`config.mk`:
```
export PLATFORM = sky130hd
export DESIGN_NAME = etm_div_cell
export DESIGN_NICKNAME = d
export VERILOG_FILES = /design/src/sv/etm_pkg.sv /design/src/sv/etm_div_cell.sv
export SDC_FILE = /design/constraint.sdc
export NUM_CORES = 1
export LEC_CHECK = 0
export BUFFER_PORTS_ARGS = -buffer_cell sky130_fd_sc_hd__buf_2
export CORE_UTILIZATION = 45
export DETAILED_ROUTE_END_ITERATION = 12
export PLACE_DENSITY = 0.8
export SLEW_MARGIN = 20
export SYNTH_ARGS = -nofsm -noshare
export SYNTH_HDL_FRONTEND = slang
export SYNTH_SLANG_ARGS = --single-unit
```
`constraint.sdc`:
```
create_clock -name clk -period 2.6 [get_ports clk]
set_input_delay 0.13 -clock clk [delete_from_list [all_inputs] [get_ports clk]]
set_output_delay 0.13 -clock clk [all_outputs]
set_load 0.02 [all_outputs]
```
`src/sv/etm_pkg.sv`:
```
// shared types, constants and fixed-point helpers for the euler transform matrix core
// no dependencies
`default_nettype none
package etm_pkg;

  localparam int TRIG_FRAC = 30;
  localparam int TRIG_W    = 32;
  localparam int ROT_W     = 34;
  localparam int FAC_W     = 32;
  localparam int ENTRY_W   = 32;
  localparam int PROD_W    = ROT_W + FAC_W;
  localparam int SCALE_W   = 16;
  localparam int POS_W     = 32;

  // quarter-wave sine polynomial coefficients, q30
  localparam logic [30:0] POLY_A = 31'd1686629713;
  localparam logic [29:0] POLY_B = 30'd688904866;
  localparam logic [26:0] POLY_C = 27'd76016977;

  localparam logic [1:0] COL_POS         = 2'd3;
  localparam logic [1:0] COL_LAST_NORMAL = 2'd2;
  localparam logic       MODE_NORMAL     = 1'b1;
  localparam logic [1:0] ITEM_GAP        = 2'd3;

  localparam logic [ENTRY_W-1:0] ENTRY_MAX = 32'h7fff_ffff;
  localparam logic [ENTRY_W-1:0] ENTRY_MIN = 32'h8000_0000;

  typedef logic signed [ROT_W-1:0] rot_e_t;
  typedef rot_e_t [2:0][2:0] rot_t;

  typedef struct packed {
    logic                     mode;
    logic [2:0][SCALE_W-1:0]  scale;
    logic [2:0][POS_W-1:0]    pos;
  } ctx_t;

  typedef struct packed {
    logic               neg;
    logic               zero;
    logic [SCALE_W-1:0] dvs;
    logic [SCALE_W-1:0] rem;
  } div_t;

  // floor(a * b / 2^30)
  function automatic rot_e_t mq(input rot_e_t a, input rot_e_t b);
    logic signed [2*ROT_W-1:0] p;
    p = a * b;
    return p[TRIG_FRAC +: ROT_W];
  endfunction

endpackage
`default_nettype wire

```
`src/sv/etm_div_cell.sv`:
```
// one restoring-division cell: settles one reciprocal quotient bit per cycle
// depends on etm_pkg
`default_nettype none
module etm_div_cell import etm_pkg::*; #(
  parameter int Q_BITS = 25
) (
  input  wire logic              clk,
  input  wire div_t              d_i,
  input  wire logic [Q_BITS-1:0] q_i,
  input  wire logic              num_bit,
  output div_t                   d_o,
  output logic [Q_BITS-1:0]      q_o
);

  logic [SCALE_W:0]   trial, diff;
  logic               ge;
  div_t               cell_nxt;
  div_t               cell_r;
  logic [Q_BITS-1:0]  q_nxt, q_r;

  always_comb begin
    trial    = {d_i.rem, num_bit};
    diff     = trial - {1'b0, d_i.dvs};
    ge       = trial >= {1'b0, d_i.dvs};
    cell_nxt = d_i;
    cell_nxt.rem = ge ? diff[SCALE_W-1:0] : trial[SCALE_W-1:0];
    q_nxt    = {q_i[Q_BITS-2:0], ge};
  end

  always_ff @(posedge clk) begin
    cell_r <= cell_nxt;
    q_r    <= q_nxt;
  end

  assign d_o = cell_r;
  assign q_o = q_r;

endmodule
`default_nettype wire

```
==> out/metrics.csv <==
metric;value;unit
fmax;397;MHz
DR vias;2174;
final wirelength;5890;um
Setup crit start kind;primary input;
pwr dens;714;nW/um^2
register area;1180;um^2
TritonRoute pass-1 iters;4;
Antenna diodes;0;
syn avg cell area;10.9;um^2
cells after synthesis;214;
Sink Count;59;
Worst slew margin;0.661;
Hold Path Sink;d_o[11];
total gr overflow;0;
clock-pin slew on the worst setup and hold paths;0.07;ns
unrepaired setup endpoints after global routing;true;
Max Root-Sink Buffers;2;
Final Hold Fails;0;
WP data arrival;2.73;ns
register bit total from synthesis;59;
vias per cell;4.75;
CTS tree;yes;
final worst slack;0.0788;ns
fraction of the yosys area taken by sequential cells;0.508;
status;completed;
Buffers on Ports;118;
Post-DP HPWL;3710;um
vias in the first global route;2092;
H-tree levels;3;
CTS root buffer;clkbuf_8;
leak pwr;1.85;nW
Max VDD drop;0.498;mV
critical path start-end classification;in2reg;
Post-synth top cells;dfxtp_1 (59), inv_1 (22), ha_1 (16);
Final period util;0.970;
Synth Net Count;292;
Iteration-0 DRC Markers;61;
distinct cell type count after synthesis;39;
Critical Path End Type;register;
# DRC;0;
pre-CTS setup slack;0.242;ns
Worst Path Max Fanout;8;
Hold WC Path Type;in2reg;
initial antenna violation count;0;
Post-DRT Antenna Nets;0;
area grow syn2layout;58.2;%
Final nets;464;
Die H;73.9;um
FP Rows;25;
CTS Buf Count;9;
routability cong.;0.839;
initial core utilization;0.480;
Worst EP required;2.81;ns
share of flip-flops with an asynchronous set or reset;0;
synthesized area;2330;um^2
I/O pin total;120;
fraction of layout cells with a size suffix above 1;0.407;
Final Critical Period;2.52;ns
Die W;73.9;um
fin. max-slew vios;0;
core area;4850;um^2
GRT Total Usage;0.223;
ranking of synthesized cells by area;dfxtp_1 (51%), ha_1 (8.6%), mux2_4 (3.9%);
multi-input logic area;1040;um^2
largest net degree at the start of global routing;11;
top-count cell post-synth;dfxtp_1;
cell taking the most area after synthesis;dfxtp_1;
final setup fails;0;
die footprint;5460;um^2
Final Util;0.759;
predominant post-synthesis flop cell;dfxtp_1;
post-synth top area share;0.508;
Post-synth EDFFs;0;
wire per inst;12.9;um
hold depth;2;
fillcell total;320;
min-delay src;d_i[10];
first-pass GRT wire length;9030;um
synth warn;0;
MaxCap Viol Count;0;
Worst Max-Slew Pin Slew;0.503;ns
[power by group]
part	switching, W	total (W)	internal, W
clock network	0.000339	0.000999	0.000660
logic	0.000330	0.000614	0.000284
registers	0.0000213	0.00101	0.000992
total	0.000690	0.00263	0.00194
[registers in the layout (all words and copies together), names as in the netlist]
name / cells
d_o: 34
q_o: 25
[through the flow]
stage / TNS, ns / total power (W) / instance area, um^2 / instances / hold slack, ns
2_1_floorplan: 0 / 0.00140 / 2330 / 214 / 0.158
3_3_place_gp: 0 / 0.00156 / 2990 / 398 / 0.232
3_5_place_dp: 0 / 0.00158 / 2990 / 398 / 0.234
4_1_cts: 0 / 0.00262 / 3650 / 456 / 0.0371
5_1_grt: -0.243 / 0.00275 / 3680 / 458 / 0.0451
6_report: 0 / 0.00263 / 3680 / 458 / 0.0487
[logic make-up after synthesis]
| logic type | after synthesis | synth area share |
|---|---|---|
| multiplexers | 15 | 0.0812 |
| buffers and inverters | 26 | 0.0489 |
| AND/OR/NAND/NOR | 33 | 0.0710 |
| adder cells (fa/ha/maj) | 17 | 0.0947 |
| XOR/XNOR | 9 | 0.0339 |
| AO/OA/AOI/OAI | 55 | 0.162 |
| flip-flops | 59 | 0.508 |
[cell usage in the layout (no fill, tap or decap), types with 2 or more instances in the layout]
cell type | netlist | routed
buf_2 | 0 | 118
dfxtp_1 | 59 | 59
dlygate4sd3_1 | 0 | 42
inv_1 | 22 | 22
ha_1 | 16 | 16
a21oi_1 | 14 | 13
nor2_1 | 12 | 12
o21ai_0 | 12 | 11
clkbuf_8 | 0 | 10
nand2_1 | 8 | 8
a21o_1 | 7 | 7
mux2_2 | 7 | 7
mux2_4 | 6 | 6
xnor2_1 | 6 | 6
buf_4 | 2 | 5
a211oi_1 | 5 | 4
nand3_1 | 3 | 3
o21a_1 | 3 | 3
xor2_1 | 3 | 3
bufinv_16 | 0 | 3
nand4_1 | 2 | 2
nor2b_1 | 3 | 2
o31a_1 | 2 | 2
a21boi_0 | 2 | 2
mux2i_1 | 2 | 2
clkinv_2 | 0 | 2
[worst max-delay path: stages]
cell	delay, ns
dlygate4sd3_1	0.53
buf_2	0.11
inv_1	0.04
ha_1	0.35
a211oi_2	0.27
o211ai_1	0.16
o21ai_2	0.22
o211ai_2	0.14
a31oi_4	0.20
buf_4	0.22
mux2_2	0.34
[metal layers]
metal	GRT usage	wire (um)	up-vias
li1	-	-	1088
met1	0.236	2410	981
met2	0.414	3010	93
met3	0.0686	379	12
met4	0.0769	90	0
met5	0	0	-
[area by class of cell]
| class | count | share of cell area |
|---|---|---|
| clock buffers | 11 | 0.0384 |
| clock inverters | 5 | 0.0272 |
| inverters | 22 | 0.0224 |
| multi-input cells | 129 | 0.283 |
| flip-flops and latches | 59 | 0.321 |
| well taps | 67 | 0.0228 |
| repair buffers | 165 | 0.285 |
[worst max-delay path by stage]
stage / startpoint / to / slack [ns] / cells past startpoint
6_report: d_i[20] / d_o[7] / 0.08 / 11
3_5_place_dp: d_i[3] / d_o[4] / 0.24 / 9
5_1_grt: d_i[20] / d_o[7] / -0.04 / 11
3_3_place_gp: d_i[3] / d_o[7] / 0.27 / 9
4_1_cts: d_i[24] / d_o[7] / 0.03 / 11
2_1_floorplan: d_i[20] / d_o[10] / 0.46 / 9
[timing repair]
action                     CTS  global route
gates resized for setup      0             4
hold buffers                42             0
hold endpoints to repair    42             0
setup endpoints to repair    0            14
buffers inserted             0             2
No activity file was read; power rests on OpenSTA's default activity.
