--- src/sv/etm_pkg.sv ---
// shared types, constants and fixed-point helpers for the euler transform matrix core
// no dependencies
`default_nettype none
package etm_pkg;

  localparam int TRIG_FRAC = 30;
  localparam int TRIG_W    = 32;
  localparam int ROT_W     = 34;
  localparam int FAC_W     = 32;
  localparam int ENTRY_W   = 32;
  localparam int PROD_W    = ROT_W + FAC_W;
  localparam int SCALE_W   = 16;
  localparam int POS_W     = 32;

  // quarter-wave sine polynomial coefficients, q30
  localparam logic [30:0] POLY_A = 31'd1686629713;
  localparam logic [29:0] POLY_B = 30'd688904866;
  localparam logic [26:0] POLY_C = 27'd76016977;

  localparam logic [1:0] COL_POS         = 2'd3;
  localparam logic [1:0] COL_LAST_NORMAL = 2'd2;
  localparam logic       MODE_NORMAL     = 1'b1;
  localparam logic [1:0] ITEM_GAP        = 2'd3;

  localparam logic [ENTRY_W-1:0] ENTRY_MAX = 32'h7fff_ffff;
  localparam logic [ENTRY_W-1:0] ENTRY_MIN = 32'h8000_0000;

  typedef logic signed [ROT_W-1:0] rot_e_t;
  typedef rot_e_t [2:0][2:0] rot_t;

  typedef struct packed {
    logic                     mode;
    logic [2:0][SCALE_W-1:0]  scale;
    logic [2:0][POS_W-1:0]    pos;
  } ctx_t;

  typedef struct packed {
    logic               neg;
    logic               zero;
    logic [SCALE_W-1:0] dvs;
    logic [SCALE_W-1:0] rem;
  } div_t;

  // floor(a * b / 2^30)
  function automatic rot_e_t mq(input rot_e_t a, input rot_e_t b);
    logic signed [2*ROT_W-1:0] p;
    p = a * b;
    return p[TRIG_FRAC +: ROT_W];
  endfunction

endpackage
`default_nettype wire

--- src/sv/etm_trig.sv ---
// pipelined quarter-wave sine of one binary angle, q2.30 result
// depends on etm_pkg
`default_nettype none
module etm_trig import etm_pkg::*; #(
  parameter int ANGLE_BITS = 16
) (
  input  wire logic                     clk,
  input  wire logic [ANGLE_BITS-1:0]    angle,
  output logic signed [TRIG_W-1:0]      value
);

  localparam int REM_BITS = ANGLE_BITS - 2;
  localparam logic [30:0] ONE = 31'd1 << TRIG_FRAC;

  logic [30:0] x_nxt;
  logic [30:0] x1_r, x2_r, sq2_r, x3_r, sq3_r, x4_r;
  logic [29:0] t3_r;
  logic [30:0] t4_r;
  logic        n1_r, n2_r, n3_r, n4_r;
  logic [TRIG_W-1:0] value_r;
  logic [61:0] p2;
  logic [57:0] p3;
  logic [60:0] p4;
  logic [61:0] p5;

  always_comb begin
    x_nxt = 31'(angle[REM_BITS-1:0]) << (TRIG_FRAC - REM_BITS);
    if (angle[ANGLE_BITS-2]) begin
      x_nxt = ONE - x_nxt;
    end
    p2 = 62'(x1_r) * 62'(x1_r);
    p3 = 58'(POLY_C) * 58'(sq2_r);
    p4 = 61'(t3_r) * 61'(sq3_r);
    p5 = 62'(t4_r) * 62'(x4_r);
  end

  always_ff @(posedge clk) begin
    x1_r  <= x_nxt;
    n1_r  <= angle[ANGLE_BITS-1];
    sq2_r <= p2[TRIG_FRAC +: 31];
    x2_r  <= x1_r;
    n2_r  <= n1_r;
    t3_r  <= POLY_B - 30'(p3[57:TRIG_FRAC]);
    sq3_r <= sq2_r;
    x3_r  <= x2_r;
    n3_r  <= n2_r;
    t4_r  <= POLY_A - p4[60:TRIG_FRAC];
    x4_r  <= x3_r;
    n4_r  <= n3_r;
    value_r <= n4_r ? (32'd0 - p5[61:TRIG_FRAC]) : p5[61:TRIG_FRAC];
  end

  assign value = $signed(value_r);

endmodule
`default_nettype wire

--- config.mk ---
export PLATFORM = sky130hd
export DESIGN_NAME = etm_trig
export DESIGN_NICKNAME = d
export VERILOG_FILES = /design/src/sv/etm_pkg.sv /design/src/sv/etm_trig.sv
export SDC_FILE = /design/constraint.sdc
export NUM_CORES = 2
export LEC_CHECK = 0
export ABC_AREA = 0
export BUFFER_PORTS_ARGS = -buffer_cell sky130_fd_sc_hd__buf_4
export CAP_MARGIN = 30
export CELL_PAD_IN_SITES_DETAIL_PLACEMENT = 0
export CELL_PAD_IN_SITES_GLOBAL_PLACEMENT = 1
export CORE_MARGIN = 4
export CORE_UTILIZATION = 57
export CTS_CLUSTER_DIAMETER = 150
export CTS_CLUSTER_SIZE = 16
export DETAILED_ROUTE_END_ITERATION = 8
export MAX_ROUTING_LAYER = met4
export PLACE_DENSITY = 0.92
export REMOVE_ABC_BUFFERS = 1
export SYNTH_ARGS = -nofsm -noshare
export SYNTH_HDL_FRONTEND = slang
export SYNTH_SLANG_ARGS = --single-unit
export TNS_END_PERCENT = 10
--- constraint.sdc ---
create_clock -name clk -period 13 [get_ports clk]
set_clock_uncertainty 0.1 [all_clocks]
set_input_delay 1.95 -clock clk [delete_from_list [all_inputs] [get_ports clk]]
set_output_delay 1.95 -clock clk [all_outputs]
set_load 0.05 [all_outputs]
==> key figures <==
Run status
  – Status: completed

Floorplan
  – Cell Rows: 127
  – Ports: 49
  – Initial Util: 0.576
  – Core Area: 120,000 µm²
  – Area of the die: 127,000 µm²
  – Die W: 357 µm
  – Die Ht: 357 µm

Logic synthesis
  – Top-area cell type share of the netlist area: 0.440
  – Synth top area cells: fa_1 (44%), ha_1 (16%), inv_1 (10%)
  – Syn avg cell area: 9.29 µm²
  – Top-count cell post-synth: inv_1
  – Yosys warning count: 0
  – Register area share after synthesis: 0.0609
  – #FFs+latches synth: 211
  – Netlist cell types: 118
  – Synth top cells by count: inv_1 (1,906), fa_1 (1,524), ha_1 (904)
  – Fraction of registers with async set/reset: 0
  – Synthesized cell area: 69,400 µm²
  – Yosys top cell by area: fa_1
  – Cells after synthesis: 7,468
  – Post-synth EDFFs: 0
  – Synth Flop Type: dfxtp_1

CTS
  – Root Buffer: clkbuf_16
  – Htree depth: 1
  – CTS tree: yes
  – Post-CTS setup buffers: 0
  – Number of hold buffers added after CTS: 0
  – Worst-path clk slew: 0.07 ns
  – CTS Sinks: 211
  – Worst-Skew Late Latency: 0.56 ns
  – Post-CTS sizing: 0
  – Longest Clk Path Bufs: 3
  – CTS buffer count: 18

Timing
  – Max Fclk: 0.103 GHz
  – Final worst-path cycle share: 0.747
  – Max transition margin: 0.233
  – RSZ-0062 raised after global routing: no
  – Fin crit period: 9.71 ns
  – Final Hold Viols: 0
  – Finish-stage setup viols: 0
  – Hold slack: 0.220 ns
  – Slew Limit Fails: 0
  – Least-Margin Pin Slew: 1.15 ns
  – TNS Setup: 0 ns

Place
  – Gpl congestion: 0.915
  – Post-Place Cell Area: 71,400 µm²
  – Port Buffers: 48
  – DP Wirelength: 137 mm

Flow run
  – Max Cap Viol: 0

Drt
  – Initial DRC Count: 3,229
  – Total number of vias: 48,900
  – Final antenna-violating net count: 0
  – Drt wl/cell: 18.5 µm
  – Drt first pass iters: 6
  – Post-route DRC: 0
  – Routed WL: 166 mm
  – Vias per inst: 5.46

Critical path
  – Max stage delay cell, worst path: dfxtp_1
  – CP dominant cell by count: fa_1
  – Critical path class: register to register
  – Critical path endpoint category: register
  – CP max FO: 28
  – Crit path largest cell delay: 1.08 ns
  – Critical Path RT: 13.33 ns
  – Type of origin of the critical path: register
  – Crit path DAT: 10.04 ns

GRT
  – Initial antenna violation count: 5
  – Global-route wire length before repair: 277 mm
  – Tot GR Track Use: 0.279
  – Grt total ovfl: 0
  – Largest net degree at the start of global routing: 33
  – Vias in the first global route: 53,700

Finish
  – Footprint of the multi-input gates: 56,900 µm²
  – Share of layout cells above drive strength 1: 0.0345
  – Post-route cell area: 72,000 µm²
  – Final nets: 9,783
  – Fillers: 10,400
  – Area Growth Syn to Fin: 3.72%
  – Register area: 4220 µm²

Worst hold path
  – Hold Path Class: register to register
-- area by class of cell --
class | instances | share of cell area
antenna | 1 | 0.0000348
clock buffer | 18 | 0.00626
clock inverter | 6 | 0.000782
inverter | 1906 | 0.0994
multi-input combinational | 5061 | 0.790
sequential | 211 | 0.0587
tap | 1612 | 0.0280
timing repair buffer | 140 | 0.0165
-- routing by layer --
| metal | up-vias | track usage | routed length (µm) |
|---|---|---|---|
| met5 | - | - | 0 |
| met4 | 0 | 0.0712 | 4920 |
| met3 | 333 | 0.0402 | 11800 |
| met2 | 1643 | 0.469 | 80600 |
| met1 | 24900 | 0.359 | 68600 |
| li1 | 22000 | - | - |
-- cell families (layout without fill, tap and decap cells) --
kind of cell             after synthesis  count (layout)  synth area share
XOR/XNOR                             188             188            0.0237
flip-flops                           211             211            0.0609
adder cells (fa/ha/maj)             2428            2428             0.603
multiplexers                          11              11           0.00175
other                                  0               1                 0
AND/OR/NAND/NOR                     1901            1901             0.137
buffers and inverters               2196            2070             0.119
AO/OA/AOI/OAI                        533             533            0.0546
-- critical path: cells and delay by family (launching register included) --
| family | cells | cell delay (ns) |
|---|---|---|
| xor+xnor | 1 | 0.14 |
| compound gates | 8 | 1.95 |
| buf+inv | 6 | 0.32 |
| simple gates | 4 | 0.78 |
| mux | 2 | 0.54 |
| fa+ha+maj | 10 | 4.65 |
| flops | 1 | 1.08 |
-- per-stage QoR --
step                      setup WS (ns)  std cells  utilization
after floorplan                    4.47       7178            -
after global placement             3.16       8920        0.592
after detailed placement           3.04       8927        0.593
after CTS                          3.03       8951        0.597
after global routing               2.62       8955        0.598
final                              3.29       8955        0.598
-- worst paths after layout --
check        startpoint       end  slack, ns  cells past startpoint
max            t3_r[13]  t4_r[25]       3.29                     31
min            x2_r[17]  x3_r[17]       0.22                      0
min reg2reg    x2_r[17]  x3_r[17]       0.22                      0
max reg2reg    t3_r[13]  t4_r[25]       3.29                     31
-- placed cells by master (no fill, tap or decap), types with 6 or more instances in the layout --
cell and instances:
inv_1 1906, fa_1 1524, ha_1 904, nand2_1 876, and2_1 660, dfxtp_1 211
xnor2_1 133, buf_4 130, a21oi_1 129, nor2_1 106, o21ai_0 94, xor2_1 55
a21o_1 52, nand3_1 42, nor3_1 36, nand4_1 26, o211ai_1 24, o21bai_1 23
o21a_1 23, o31ai_1 22, or3_1 20, a31oi_1 19, clkbuf_16 18, a211oi_1 17
nand2b_1 17, and3_1 17, nor2b_1 14, or2_2 13, and4_1 11, o21ai_1 10
nor4_1 9, o211a_1 7, o41ai_1 7, or2_1 6, buf_16 6
-- state kept, by name (all words and copies together), names as in the netlist --
register,cells
n1_r,1
n2_r,1
n3_r,1
n4_r,1
sq2_r,28
sq3_r,28
t3_r,30
t4_r,31
value,32
x1_r,15
x2_r,14
x3_r,14
x4_r,15
Power is not shown: default switching activity piles up to over one toggle a cycle in this logic, so the estimate is an artifact.
